<file path="src/hw/rtl/srp_pkg.sv">
package srp_pkg;

  // range check modes of a relocation type
  typedef enum logic [1:0] {
    CHK_NONE = 2'd0,
    CHK_BITS = 2'd1,
    CHK_SIGN = 2'd2,
    CHK_UNSG = 2'd3
  } chk_e;

  // result status codes
  typedef enum logic [2:0] {
    ST_OK       = 3'd0,
    ST_UNSUP    = 3'd1,
    ST_UNDEF    = 3'd2,
    ST_MISALIGN = 3'd3,
    ST_OVERFLOW = 3'd4
  } status_e;

  // relocation type codes that get special handling
  localparam logic [7:0] RTYPE_NONE = 8'd0;

  // supported relocation type codes, standard sparc numbering
  localparam logic [7:0] RT_8       = 8'd1;
  localparam logic [7:0] RT_16      = 8'd2;
  localparam logic [7:0] RT_32      = 8'd3;
  localparam logic [7:0] RT_DISP8   = 8'd4;
  localparam logic [7:0] RT_DISP16  = 8'd5;
  localparam logic [7:0] RT_DISP32  = 8'd6;
  localparam logic [7:0] RT_WDISP30 = 8'd7;
  localparam logic [7:0] RT_WDISP22 = 8'd8;
  localparam logic [7:0] RT_HI22    = 8'd9;
  localparam logic [7:0] RT_22      = 8'd10;
  localparam logic [7:0] RT_13      = 8'd11;
  localparam logic [7:0] RT_LO10    = 8'd12;
  localparam logic [7:0] RT_PC10    = 8'd16;
  localparam logic [7:0] RT_PC22    = 8'd17;
  localparam logic [7:0] RT_UA32    = 8'd23;
  localparam logic [7:0] RT_10      = 8'd30;
  localparam logic [7:0] RT_11      = 8'd31;
  localparam logic [7:0] RT_7       = 8'd43;
  localparam logic [7:0] RT_5       = 8'd44;
  localparam logic [7:0] RT_6       = 8'd45;
  localparam logic [7:0] RT_UA16    = 8'd55;

  // internal arithmetic width: symbol + addend - pc never leaves 36 signed bits
  localparam int unsigned ValW = 36;

  // fixed per-type descriptor; nbytes of zero marks an unsupported type
  typedef struct packed {
    logic [2:0] nbytes;
    logic [5:0] width;
    logic [3:0] shift;
    chk_e       check;
    logic       pcrel;
    logic       unal;
  } desc_t;

  typedef struct packed {
    logic [7:0]         reloc_type;
    logic               symbol_undefined;
    logic [31:0]        symbol_value;
    logic signed [31:0] addend;
    logic [31:0]        section_address;
    logic [31:0]        offset;
    logic [31:0]        old_word;
  } in_item_t;

  typedef struct packed {
    status_e     status;
    logic [2:0]  patch_bytes;
    logic [31:0] patch_address;
    logic [31:0] new_word;
  } res_t;

  function automatic desc_t mk_desc(input logic [2:0] nb, input logic [5:0] w,
                                    input logic [3:0] sh, input chk_e chk,
                                    input logic pc, input logic ua);
    desc_t d;
    d.nbytes = nb;
    d.width  = w;
    d.shift  = sh;
    d.check  = chk;
    d.pcrel  = pc;
    d.unal   = ua;
    return d;
  endfunction

  // descriptor lookup, standard sparc numbering
  function automatic desc_t lookup_desc(input logic [7:0] rtype);
    desc_t d;
    case (rtype)
      RT_8:       d = mk_desc(3'd1, 6'd8,  4'd0,  CHK_BITS, 1'b0, 1'b0);
      RT_16:      d = mk_desc(3'd2, 6'd16, 4'd0,  CHK_BITS, 1'b0, 1'b0);
      RT_32:      d = mk_desc(3'd4, 6'd32, 4'd0,  CHK_BITS, 1'b0, 1'b0);
      RT_DISP8:   d = mk_desc(3'd1, 6'd8,  4'd0,  CHK_SIGN, 1'b1, 1'b0);
      RT_DISP16:  d = mk_desc(3'd2, 6'd16, 4'd0,  CHK_SIGN, 1'b1, 1'b0);
      RT_DISP32:  d = mk_desc(3'd4, 6'd32, 4'd0,  CHK_SIGN, 1'b1, 1'b0);
      RT_WDISP30: d = mk_desc(3'd4, 6'd30, 4'd2,  CHK_SIGN, 1'b1, 1'b0);
      RT_WDISP22: d = mk_desc(3'd4, 6'd22, 4'd2,  CHK_SIGN, 1'b1, 1'b0);
      RT_HI22:    d = mk_desc(3'd4, 6'd22, 4'd10, CHK_NONE, 1'b0, 1'b0);
      RT_22:      d = mk_desc(3'd4, 6'd22, 4'd0,  CHK_BITS, 1'b0, 1'b0);
      RT_13:      d = mk_desc(3'd4, 6'd13, 4'd0,  CHK_BITS, 1'b0, 1'b0);
      RT_LO10:    d = mk_desc(3'd4, 6'd10, 4'd0,  CHK_NONE, 1'b0, 1'b0);
      RT_PC10:    d = mk_desc(3'd4, 6'd10, 4'd0,  CHK_NONE, 1'b1, 1'b0);
      RT_PC22:    d = mk_desc(3'd4, 6'd22, 4'd10, CHK_BITS, 1'b1, 1'b0);
      RT_UA32:    d = mk_desc(3'd4, 6'd32, 4'd0,  CHK_BITS, 1'b0, 1'b1);
      RT_10:      d = mk_desc(3'd4, 6'd10, 4'd0,  CHK_BITS, 1'b0, 1'b0);
      RT_11:      d = mk_desc(3'd4, 6'd11, 4'd0,  CHK_BITS, 1'b0, 1'b0);
      RT_7:       d = mk_desc(3'd4, 6'd7,  4'd0,  CHK_BITS, 1'b0, 1'b0);
      RT_5:       d = mk_desc(3'd4, 6'd5,  4'd0,  CHK_BITS, 1'b0, 1'b0);
      RT_6:       d = mk_desc(3'd4, 6'd6,  4'd0,  CHK_BITS, 1'b0, 1'b0);
      RT_UA16:    d = mk_desc(3'd2, 6'd16, 4'd0,  CHK_BITS, 1'b0, 1'b1);
      default:    d = mk_desc(3'd0, 6'd0,  4'd0,  CHK_NONE, 1'b0, 1'b0);
    endcase
    return d;
  endfunction

endpackage

</file>
<file path="src/hw/rtl/srp_in_if.sv">
interface srp_in_if;
  logic               valid;
  logic               ready;
  logic [7:0]         reloc_type;
  logic               symbol_undefined;
  logic [31:0]        symbol_value;
  logic signed [31:0] addend;
  logic [31:0]        section_address;
  logic [31:0]        offset;
  logic [31:0]        old_word;

  modport source (
    output valid, reloc_type, symbol_undefined, symbol_value, addend,
           section_address, offset, old_word,
    input  ready
  );
  modport sink (
    input  valid, reloc_type, symbol_undefined, symbol_value, addend,
           section_address, offset, old_word,
    output ready
  );
endinterface

</file>
<file path="src/hw/rtl/srp_out_if.sv">
interface srp_out_if;
  logic        valid;
  logic        ready;
  logic [2:0]  status;
  logic [2:0]  patch_bytes;
  logic [31:0] patch_address;
  logic [31:0] new_word;

  modport source (
    output valid, status, patch_bytes, patch_address, new_word,
    input  ready
  );
  modport sink (
    input  valid, status, patch_bytes, patch_address, new_word,
    output ready
  );
endinterface

</file>
<file path="src/hw/rtl/srp_core.sv">
module srp_core import srp_pkg::*; (
  input  in_item_t item_i,
  output res_t     res_o
);

  desc_t                  desc;
  logic [31:0]            pc;
  logic signed [ValW-1:0] sym_s;
  logic signed [ValW-1:0] add_s;
  logic signed [ValW-1:0] pc_s;
  logic signed [ValW-1:0] sum;
  logic signed [ValW-1:0] shifted;
  logic [ValW-1:0]        sh_u;
  logic [5:0]             sbits;
  logic [ValW-1:0]        hi_mask;
  logic [ValW-1:0]        umask;
  logic [32:0]            fmask_w;
  logic [31:0]            fmask;
  logic [31:0]            sizemask;
  logic                   fits_signed;
  logic                   fits_unsigned;
  logic                   in_range;
  logic                   misaligned;
  logic [31:0]            merged;

  // descriptor and patch location
  assign desc = lookup_desc(item_i.reloc_type);
  assign pc   = item_i.section_address + item_i.offset;

  // exact value: symbol + addend, minus pc when pc-relative, then arithmetic shift
  assign sym_s   = $signed({4'b0000, item_i.symbol_value});
  assign add_s   = $signed({{4{item_i.addend[31]}}, item_i.addend});
  assign pc_s    = desc.pcrel ? $signed({4'b0000, pc}) : '0;
  assign sum     = sym_s + add_s - pc_s;
  assign shifted = sum >>> desc.shift;
  assign sh_u    = shifted;

  // range check: bits mode allows one more bit than signed mode
  assign sbits         = (desc.check == CHK_BITS) ? desc.width + 6'd1 : desc.width;
  assign hi_mask       = ~((ValW'(1) << (sbits - 6'd1)) - ValW'(1));
  assign fits_signed   = ((sh_u & hi_mask) == '0) || ((sh_u & hi_mask) == hi_mask);
  assign umask         = ~((ValW'(1) << desc.width) - ValW'(1));
  assign fits_unsigned = (sh_u & umask) == '0;

  always_comb begin
    case (desc.check)
      CHK_NONE: in_range = 1'b1;
      CHK_UNSG: in_range = fits_unsigned;
      default:  in_range = fits_signed;
    endcase
  end

  // field and patch size masks
  assign fmask_w = (33'd1 << desc.width) - 33'd1;
  assign fmask   = fmask_w[31:0];

  always_comb begin
    case (desc.nbytes)
      3'd1:    sizemask = 32'h0000_00ff;
      3'd2:    sizemask = 32'h0000_ffff;
      default: sizemask = 32'hffff_ffff;
    endcase
  end

  assign misaligned = !desc.unal && ((pc[2:0] & (desc.nbytes - 3'd1)) != 3'd0);
  assign merged     = ((item_i.old_word & ~fmask) | (sh_u[31:0] & fmask)) & sizemask;

  // status in priority order
  always_comb begin
    res_o.patch_address = pc;
    res_o.patch_bytes   = 3'd0;
    res_o.new_word      = item_i.old_word;
    if (item_i.reloc_type == RTYPE_NONE) begin
      res_o.status = ST_OK;
    end else if (desc.nbytes == 3'd0) begin
      res_o.status = ST_UNSUP;
    end else if (item_i.symbol_undefined) begin
      res_o.status = ST_UNDEF;
    end else if (misaligned) begin
      res_o.status = ST_MISALIGN;
    end else if (!in_range) begin
      res_o.status = ST_OVERFLOW;
    end else begin
      res_o.status      = ST_OK;
      res_o.patch_bytes = desc.nbytes;
      res_o.new_word    = merged;
    end
  end

endmodule

</file>
<file path="src/hw/rtl/sparc_elf_relocation_patcher.sv">
// SPARC ELF relocation patcher. Each input item is one relocation; each gives
// exactly one result item with status, bytes to write, patch address and the
// patched word. The block is a two-register pipeline: the input register
// feeds the descriptor lookup, add, shift, range check and merge, whose result
// lands in the output register. One item per cycle is sustained while results
// are taken; a result is presented once its item moves from the input register
// to the output register. While a result waits, one more item is taken into
// the input register, then the input stalls until the result goes.
module sparc_elf_relocation_patcher import srp_pkg::*; (
  input  logic      clk_i,
  input  logic      rst_ni,
  srp_in_if.sink    in_i,
  srp_out_if.source out_o
);

  in_item_t in_q;
  logic     in_vld_q;
  logic     in_vld_d;
  res_t     res_q;
  res_t     res_d;
  logic     out_vld_q;
  logic     out_vld_d;
  logic     adv_out;
  logic     in_acc;
  in_item_t in_d;

  // handshake: each stage moves when the one ahead is empty or draining
  assign adv_out    = !out_vld_q || out_o.ready;
  assign in_i.ready = !in_vld_q || adv_out;
  assign in_acc     = in_i.valid && in_i.ready;

  assign in_d.reloc_type       = in_i.reloc_type;
  assign in_d.symbol_undefined = in_i.symbol_undefined;
  assign in_d.symbol_value     = in_i.symbol_value;
  assign in_d.addend           = in_i.addend;
  assign in_d.section_address  = in_i.section_address;
  assign in_d.offset           = in_i.offset;
  assign in_d.old_word         = in_i.old_word;

  assign in_vld_d  = in_i.ready ? in_i.valid : in_vld_q;
  assign out_vld_d = adv_out ? in_vld_q : out_vld_q;

  // relocation arithmetic
  srp_core u_core (
    .item_i (in_q),
    .res_o  (res_d)
  );

  // valid flags
  always_ff @(posedge clk_i or negedge rst_ni) begin
    if (!rst_ni) begin
      in_vld_q  <= 1'b0;
      out_vld_q <= 1'b0;
    end else begin
      in_vld_q  <= in_vld_d;
      out_vld_q <= out_vld_d;
    end
  end

  // payload registers
  always_ff @(posedge clk_i) begin
    if (in_acc) begin
      in_q <= in_d;
    end
    if (adv_out && in_vld_q) begin
      res_q <= res_d;
    end
  end

  assign out_o.valid         = out_vld_q;
  assign out_o.status        = res_q.status;
  assign out_o.patch_bytes   = res_q.patch_bytes;
  assign out_o.patch_address = res_q.patch_address;
  assign out_o.new_word      = res_q.new_word;

  // an accepted item is held in the input register next cycle
  assert property (@(posedge clk_i) disable iff (!rst_ni) in_acc |=> in_vld_q)
    else $error("accepted item not captured");

  // an item leaving the input register shows up at the output
  assert property (@(posedge clk_i) disable iff (!rst_ni)
    in_vld_q && adv_out |=> out_vld_q &&
      res_q.patch_address == $past(in_q.section_address + in_q.offset))
    else $error("item lost or patch address wrong");

  // only a clean result writes bytes, and only 1, 2 or 4 of them
  assert property (@(posedge clk_i) disable iff (!rst_ni)
    out_vld_q |-> (res_q.patch_bytes == 3'd0) ||
      ((res_q.status == ST_OK) && (res_q.patch_bytes == 3'd1 ||
        res_q.patch_bytes == 3'd2 || res_q.patch_bytes == 3'd4)))
    else $error("bad patch byte count");

endmodule

</file>
<file path="src/flat_wrapper.sv">
// flat-port wrapper written by rule: the top's interface ports become plain ports
module sparc_elf_relocation_patcher_flat import srp_pkg::*;
  (clk_i, rst_ni, in_i_valid, in_i_reloc_type, in_i_symbol_undefined, in_i_symbol_value, in_i_addend, in_i_section_address, in_i_offset, in_i_old_word, in_i_ready, out_o_valid, out_o_status, out_o_patch_bytes, out_o_patch_address, out_o_new_word, out_o_ready);
  srp_in_if in_i_i ();
  srp_out_if out_o_i ();
  input  logic clk_i;
  input  logic rst_ni;
  input wire logic [$bits(in_i_i.valid)-1:0] in_i_valid;
  input wire logic [$bits(in_i_i.reloc_type)-1:0] in_i_reloc_type;
  input wire logic [$bits(in_i_i.symbol_undefined)-1:0] in_i_symbol_undefined;
  input wire logic [$bits(in_i_i.symbol_value)-1:0] in_i_symbol_value;
  input wire logic [$bits(in_i_i.addend)-1:0] in_i_addend;
  input wire logic [$bits(in_i_i.section_address)-1:0] in_i_section_address;
  input wire logic [$bits(in_i_i.offset)-1:0] in_i_offset;
  input wire logic [$bits(in_i_i.old_word)-1:0] in_i_old_word;
  output wire logic [$bits(in_i_i.ready)-1:0] in_i_ready;
  output wire logic [$bits(out_o_i.valid)-1:0] out_o_valid;
  output wire logic [$bits(out_o_i.status)-1:0] out_o_status;
  output wire logic [$bits(out_o_i.patch_bytes)-1:0] out_o_patch_bytes;
  output wire logic [$bits(out_o_i.patch_address)-1:0] out_o_patch_address;
  output wire logic [$bits(out_o_i.new_word)-1:0] out_o_new_word;
  input wire logic [$bits(out_o_i.ready)-1:0] out_o_ready;
  assign in_i_i.valid = in_i_valid;
  assign in_i_i.reloc_type = in_i_reloc_type;
  assign in_i_i.symbol_undefined = in_i_symbol_undefined;
  assign in_i_i.symbol_value = in_i_symbol_value;
  assign in_i_i.addend = in_i_addend;
  assign in_i_i.section_address = in_i_section_address;
  assign in_i_i.offset = in_i_offset;
  assign in_i_i.old_word = in_i_old_word;
  assign in_i_ready = in_i_i.ready;
  assign out_o_valid = out_o_i.valid;
  assign out_o_status = out_o_i.status;
  assign out_o_patch_bytes = out_o_i.patch_bytes;
  assign out_o_patch_address = out_o_i.patch_address;
  assign out_o_new_word = out_o_i.new_word;
  assign out_o_i.ready = out_o_ready;
  sparc_elf_relocation_patcher u_core (.clk_i(clk_i), .rst_ni(rst_ni), .in_i(in_i_i), .out_o(out_o_i));
endmodule
</file>
<file path="config.mk">
export PLATFORM = sky130hd
export DESIGN_NAME = sparc_elf_relocation_patcher_flat
export DESIGN_NICKNAME = d
export VERILOG_FILES = /design/src/hw/rtl/srp_pkg.sv /design/src/hw/rtl/srp_in_if.sv /design/src/hw/rtl/srp_out_if.sv /design/src/hw/rtl/srp_core.sv /design/src/hw/rtl/sparc_elf_relocation_patcher.sv /design/src/flat_wrapper.sv
export SDC_FILE = /design/constraint.sdc
export NUM_CORES = 1
export LEC_CHECK = 0
export BUFFER_PORTS_ARGS = -buffer_cell sky130_fd_sc_hd__buf_2
export CAP_MARGIN = 0
export CELL_PAD_IN_SITES_DETAIL_PLACEMENT = 1
export CELL_PAD_IN_SITES_GLOBAL_PLACEMENT = 1
export CORE_AREA = 4 4 328 201
export CTS_CLUSTER_SIZE = 30
export DETAILED_ROUTE_END_ITERATION = 8
export DIE_AREA = 0 0 332 205
export PLACE_DENSITY = 0.62
export SYNTH_ARGS = -nofsm -noshare
export SYNTH_HDL_FRONTEND = slang
export SYNTH_SLANG_ARGS = --single-unit
</file>
<file path="constraint.sdc">
create_clock -name clk_i -period 9.2 [get_ports clk_i]
set_input_delay 0.46 -clock clk_i [delete_from_list [all_inputs] [get_ports clk_i]]
set_output_delay 0.46 -clock clk_i [all_outputs]
set_load 0.02 [all_outputs]
</file>
==> metrics.json <==
{
  "yosys": {
    "synthSimpleGateAreaFrac": 0.1818,
    "yosys_register_bits": 256,
    "mappedNetlistNets": 2259,
    "syn-instance-count": 1969,
    "post_syn_area_mm2": 0.01870,
    "synth.distinct_cells": 109,
    "synth-edff-count": 239,
    "synth-compound-area-share": 0.2129,
    "synth_top_family_by_area": "compound AO/OA/AOI/OAI gates",
    "ys_dominant_reg_cell": "edfxtp_1",
    "synth_mux_area_frac": 0.01659,
    "post_synth_xor_area_fraction": 0.03833,
    "yosys.area_share.adder": 0.09151,
    "synth_area_per_cell_um2": 9.499,
    "yosysSeqAreaShare": 0.4024,
    "ffs_w_async_s_r_synth": 0.007813,
    "yosysWarningCount": 0
  },
  "routing": {
    "avgRoutedWirePerCell_um": 24.29,
    "detailroute.via_count": 17750,
    "via_per_inst": 5.441,
    "drt_pass1_iterations": 5,
    "detailed_router_s_first_iteration_violation_count": 1476,
    "drc": 0,
    "post_drt_antenna_nets": 0,
    "finalWirelength_um": 79240
  },
  "cts": {
    "cts_tree": "built",
    "clk_path_buf_depth": 3,
    "cts.sink_count": 256,
    "clk-insertion-delay-late_ns": 0.61,
    "clock_tree.root_cell": "clkbuf_16",
    "cts_inserted_buffers": 27,
    "clk_transition_reported_paths_ns": 0.07,
    "ctsHtreeMaxLevel": 1
  },
  "floorplan": {
    "die_area_mm2": 0.06806,
    "core_area_mm2": 0.06254,
    "initial_standard_cell_utilization_of_the_core": 0.2991,
    "floorplan.rows": 71,
    "die_x_um": 332,
    "floorplan.die.height_um": 205,
    "floorplan.io_pins": 245
  },
  "worst_setup_path": {
    "worst_path_bufs_invs": 7,
    "slowest_cell_on_crit_path": "fa_1",
    "cp.required_ns": 9.56,
    "timing.critical_path.fanout_max": 7,
    "critical-path-top-delay-family": "compound AO/OA/AOI/OAI gates",
    "critical_path.endpoint_type": "flop",
    "crit_path_dat_ns": 9.37,
    "start_kind": "flop",
    "critPathMaxStageDelay_ns": 0.52,
    "critical_setup_path_kind": "reg2reg"
  },
  "finish": {
    "postLayoutCellArea_mm2": 0.02436,
    "postLayoutCoreUtil": 0.3895,
    "areaGrowthSynthToFinish_pct": 30.22,
    "stdcell_count": 3262,
    "final_stage_net_count": 2691,
    "final.fill_count": 7187,
    "ratio_of_cells_with_drive_above_1_in_the_final_layout": 0.2547
  },
  "placed_design": {
    "placement.io_buffers": 244,
    "gp_routability_congestion": 0.9696,
    "place.detailed.hpwl_um": 61460,
    "postPlaceCellArea_mm2": 0.02176,
    "placedCellCount": 3111
  },
  "grt": {
    "grt.total_usage": 0.2239,
    "grt_pass1_vias": 17990,
    "first_pass_grt_wire_length_um": 116700,
    "grt_antenna_before_repair": 3,
    "globalRoute.totalOverflow": 0,
    "largest_net_degree_at_the_start_of_global_routing": 76
  },
  "job": {
    "cap_viol_max_count": 0
  },
  "timing": {
    "period_needed_ns": 9.014,
    "timing_worst_slew_pin_value_ns": 1.462,
    "hold_viol_final": 0,
    "clock_skew_ns": 0.03181,
    "grt_setup_unrepaired": "true",
    "achievable-frequency_mhz": 110.9,
    "setup_viols_final": 0,
    "final_min_period_over_clock_period": 0.9798,
    "finalMaxSlewViolations": 0,
    "timing.max_slew.rel_slack": 0.02323
  },
  "power_and_ir_drop": {
    "leakage_uw": 0.01007,
    "worst_ir_drop_vdd_mv": 0.1343,
    "power.density_cell_area_mw_per_mm2": 190.7
  },
  "run_status": {
    "status": "finished clean"
  },
  "hold_path": {
    "holdCritPathClass": "in2reg"
  }
}
[what timing repair did]
| action | CTS | global route |
|---|---|---|
| hold endpoints to repair | 85 | 0 |
| resized for setup | 11 | 107 |
| setup buffers | 1 | 13 |
| hold buffers | 84 | 0 |
| pin swaps | 2 | 47 |
| cloned | 0 | 2 |
| setup endpoints to repair | 36 | 36 |
[worst paths after layout]
| check | startpoint | end | slack (ns) | depth (start not counted) |
|---|---|---|---|---|
| setup / recovery | u_core.in_q[64] | u_core.out_o.new_word[11] | 0.19 | 37 |
| hold / removal | in_i_section_address[5] | u_core.in_q[69] | 0.04 | 1 |
| setup reg to reg | u_core.in_q[64] | u_core.out_o.new_word[11] | 0.19 | 37 |
| hold reg to reg | u_core.in_vld_q | u_core.out_o.valid | 0.52 | 1 |
| max in group asynchronous | rst_ni | u_core.in_vld_q | 8.92 | 2 |
| min in group asynchronous | rst_ni | u_core.out_o.valid | 0.18 | 2 |
[layout make-up]
type | count | area (um^2) | area share
inverter | 175 | 664.4 | 0.02728
clock inverter | 20 | 244.0 | 0.01002
sequential | 256 | 7527 | 0.3090
tap | 839 | 1050 | 0.04310
timing repair buffer | 493 | 3383 | 0.1389
clock buffer | 30 | 706.9 | 0.02902
antenna | 1 | 2.502 | 0.0001027
multi-input combinational | 1448 | 10780 | 0.4425
[power breakdown]
| group | switching [uW] | leakage [uW] | internal [uW] |
|---|---|---|---|
| Clock | 503 | 0.000474 | 696 |
| Combinational | 1250 | 0.00716 | 760 |
| Sequential | 42.1 | 0.00244 | 1390 |
[through the flow]
step	setup TNS (ns)	setup slack, ns	hold slack (ns)	power [uW]
2_1_floorplan	0	0.5524	0.1644	2468
3_3_place_gp	-2.852	-0.2043	0.2453	3264
3_5_place_dp	-8.369	-0.3435	0.2509	3279
4_1_cts	0	0.006536	0.001900	4546
5_1_grt	-2.297	-0.1227	0.01976	4872
6_report	0	0.1856	0.04129	4644
[layer usage]
| layer | vias to the layer above | track usage | wire, um |
|---|---|---|---|
| li1 | 8198 | - | - |
| met1 | 8885 | 0.3542 | 40240 |
| met2 | 600 | 0.3072 | 31120 |
| met3 | 62 | 0.05910 | 6876 |
| met4 | 2 | 0.02680 | 946 |
| met5 | - | 0 | 65 |
[cells in the final DEF (no fill, tap or decap), types with 49 or more instances in the layout]
cell	n
dlygate4sd3_1	84
buf_2	244
a21oi_1	103
o21ai_0	69
edfxtp_1	239
nor2_1	163
and3_1	49
nand3_1	65
nand2_1	157
inv_1	170
ha_1	78
a21o_1	54
buf_4	155
[synthesized netlist by cell type (30+ instances only)]
| cell | instances | area share |
|---|---|---|
| a21o_1 | 54 | 0.022 |
| xor2_1 | 31 | 0.015 |
| nand3_1 | 67 | 0.018 |
| a21oi_1 | 110 | 0.029 |
| edfxtp_1 | 239 | 0.38 |
| nor3_1 | 47 | 0.013 |
| o21ai_0 | 76 | 0.020 |
| inv_1 | 174 | 0.035 |
| ha_1 | 84 | 0.056 |
| nor2_1 | 164 | 0.033 |
| nand2_1 | 158 | 0.032 |
| nand2b_1 | 30 | 0.010 |
| xnor2_1 | 49 | 0.023 |
| clkbuf_1 | 65 | 0.013 |
| and3_1 | 52 | 0.017 |
| fa_1 | 33 | 0.035 |
[cell families (layout without fill, tap and decap cells)]
family	count (synthesis)	in the layout
multiplexers	29	29
AND/OR/NAND/NOR	672	672
XOR/XNOR	81	81
flip-flops	256	256
AO/OA/AOI/OAI	549	549
adder cells (fa/ha/maj)	117	117
other	0	1
buffers and inverters	265	718
[flip-flops by register name, summed over array words and instances, names as in the netlist, named ones only]
| name | flops |
|---|---|
| u_core.in_q | 169 |
| u_core.in_vld_q | 1 |
| u_core.out_o.new_word | 32 |
| u_core.out_o.patch_address | 32 |
| u_core.out_o.patch_bytes | 3 |
| u_core.out_o.status | 3 |
| u_core.out_o.valid | 1 |
Note: power is estimated with default switching activity, not from simulation.
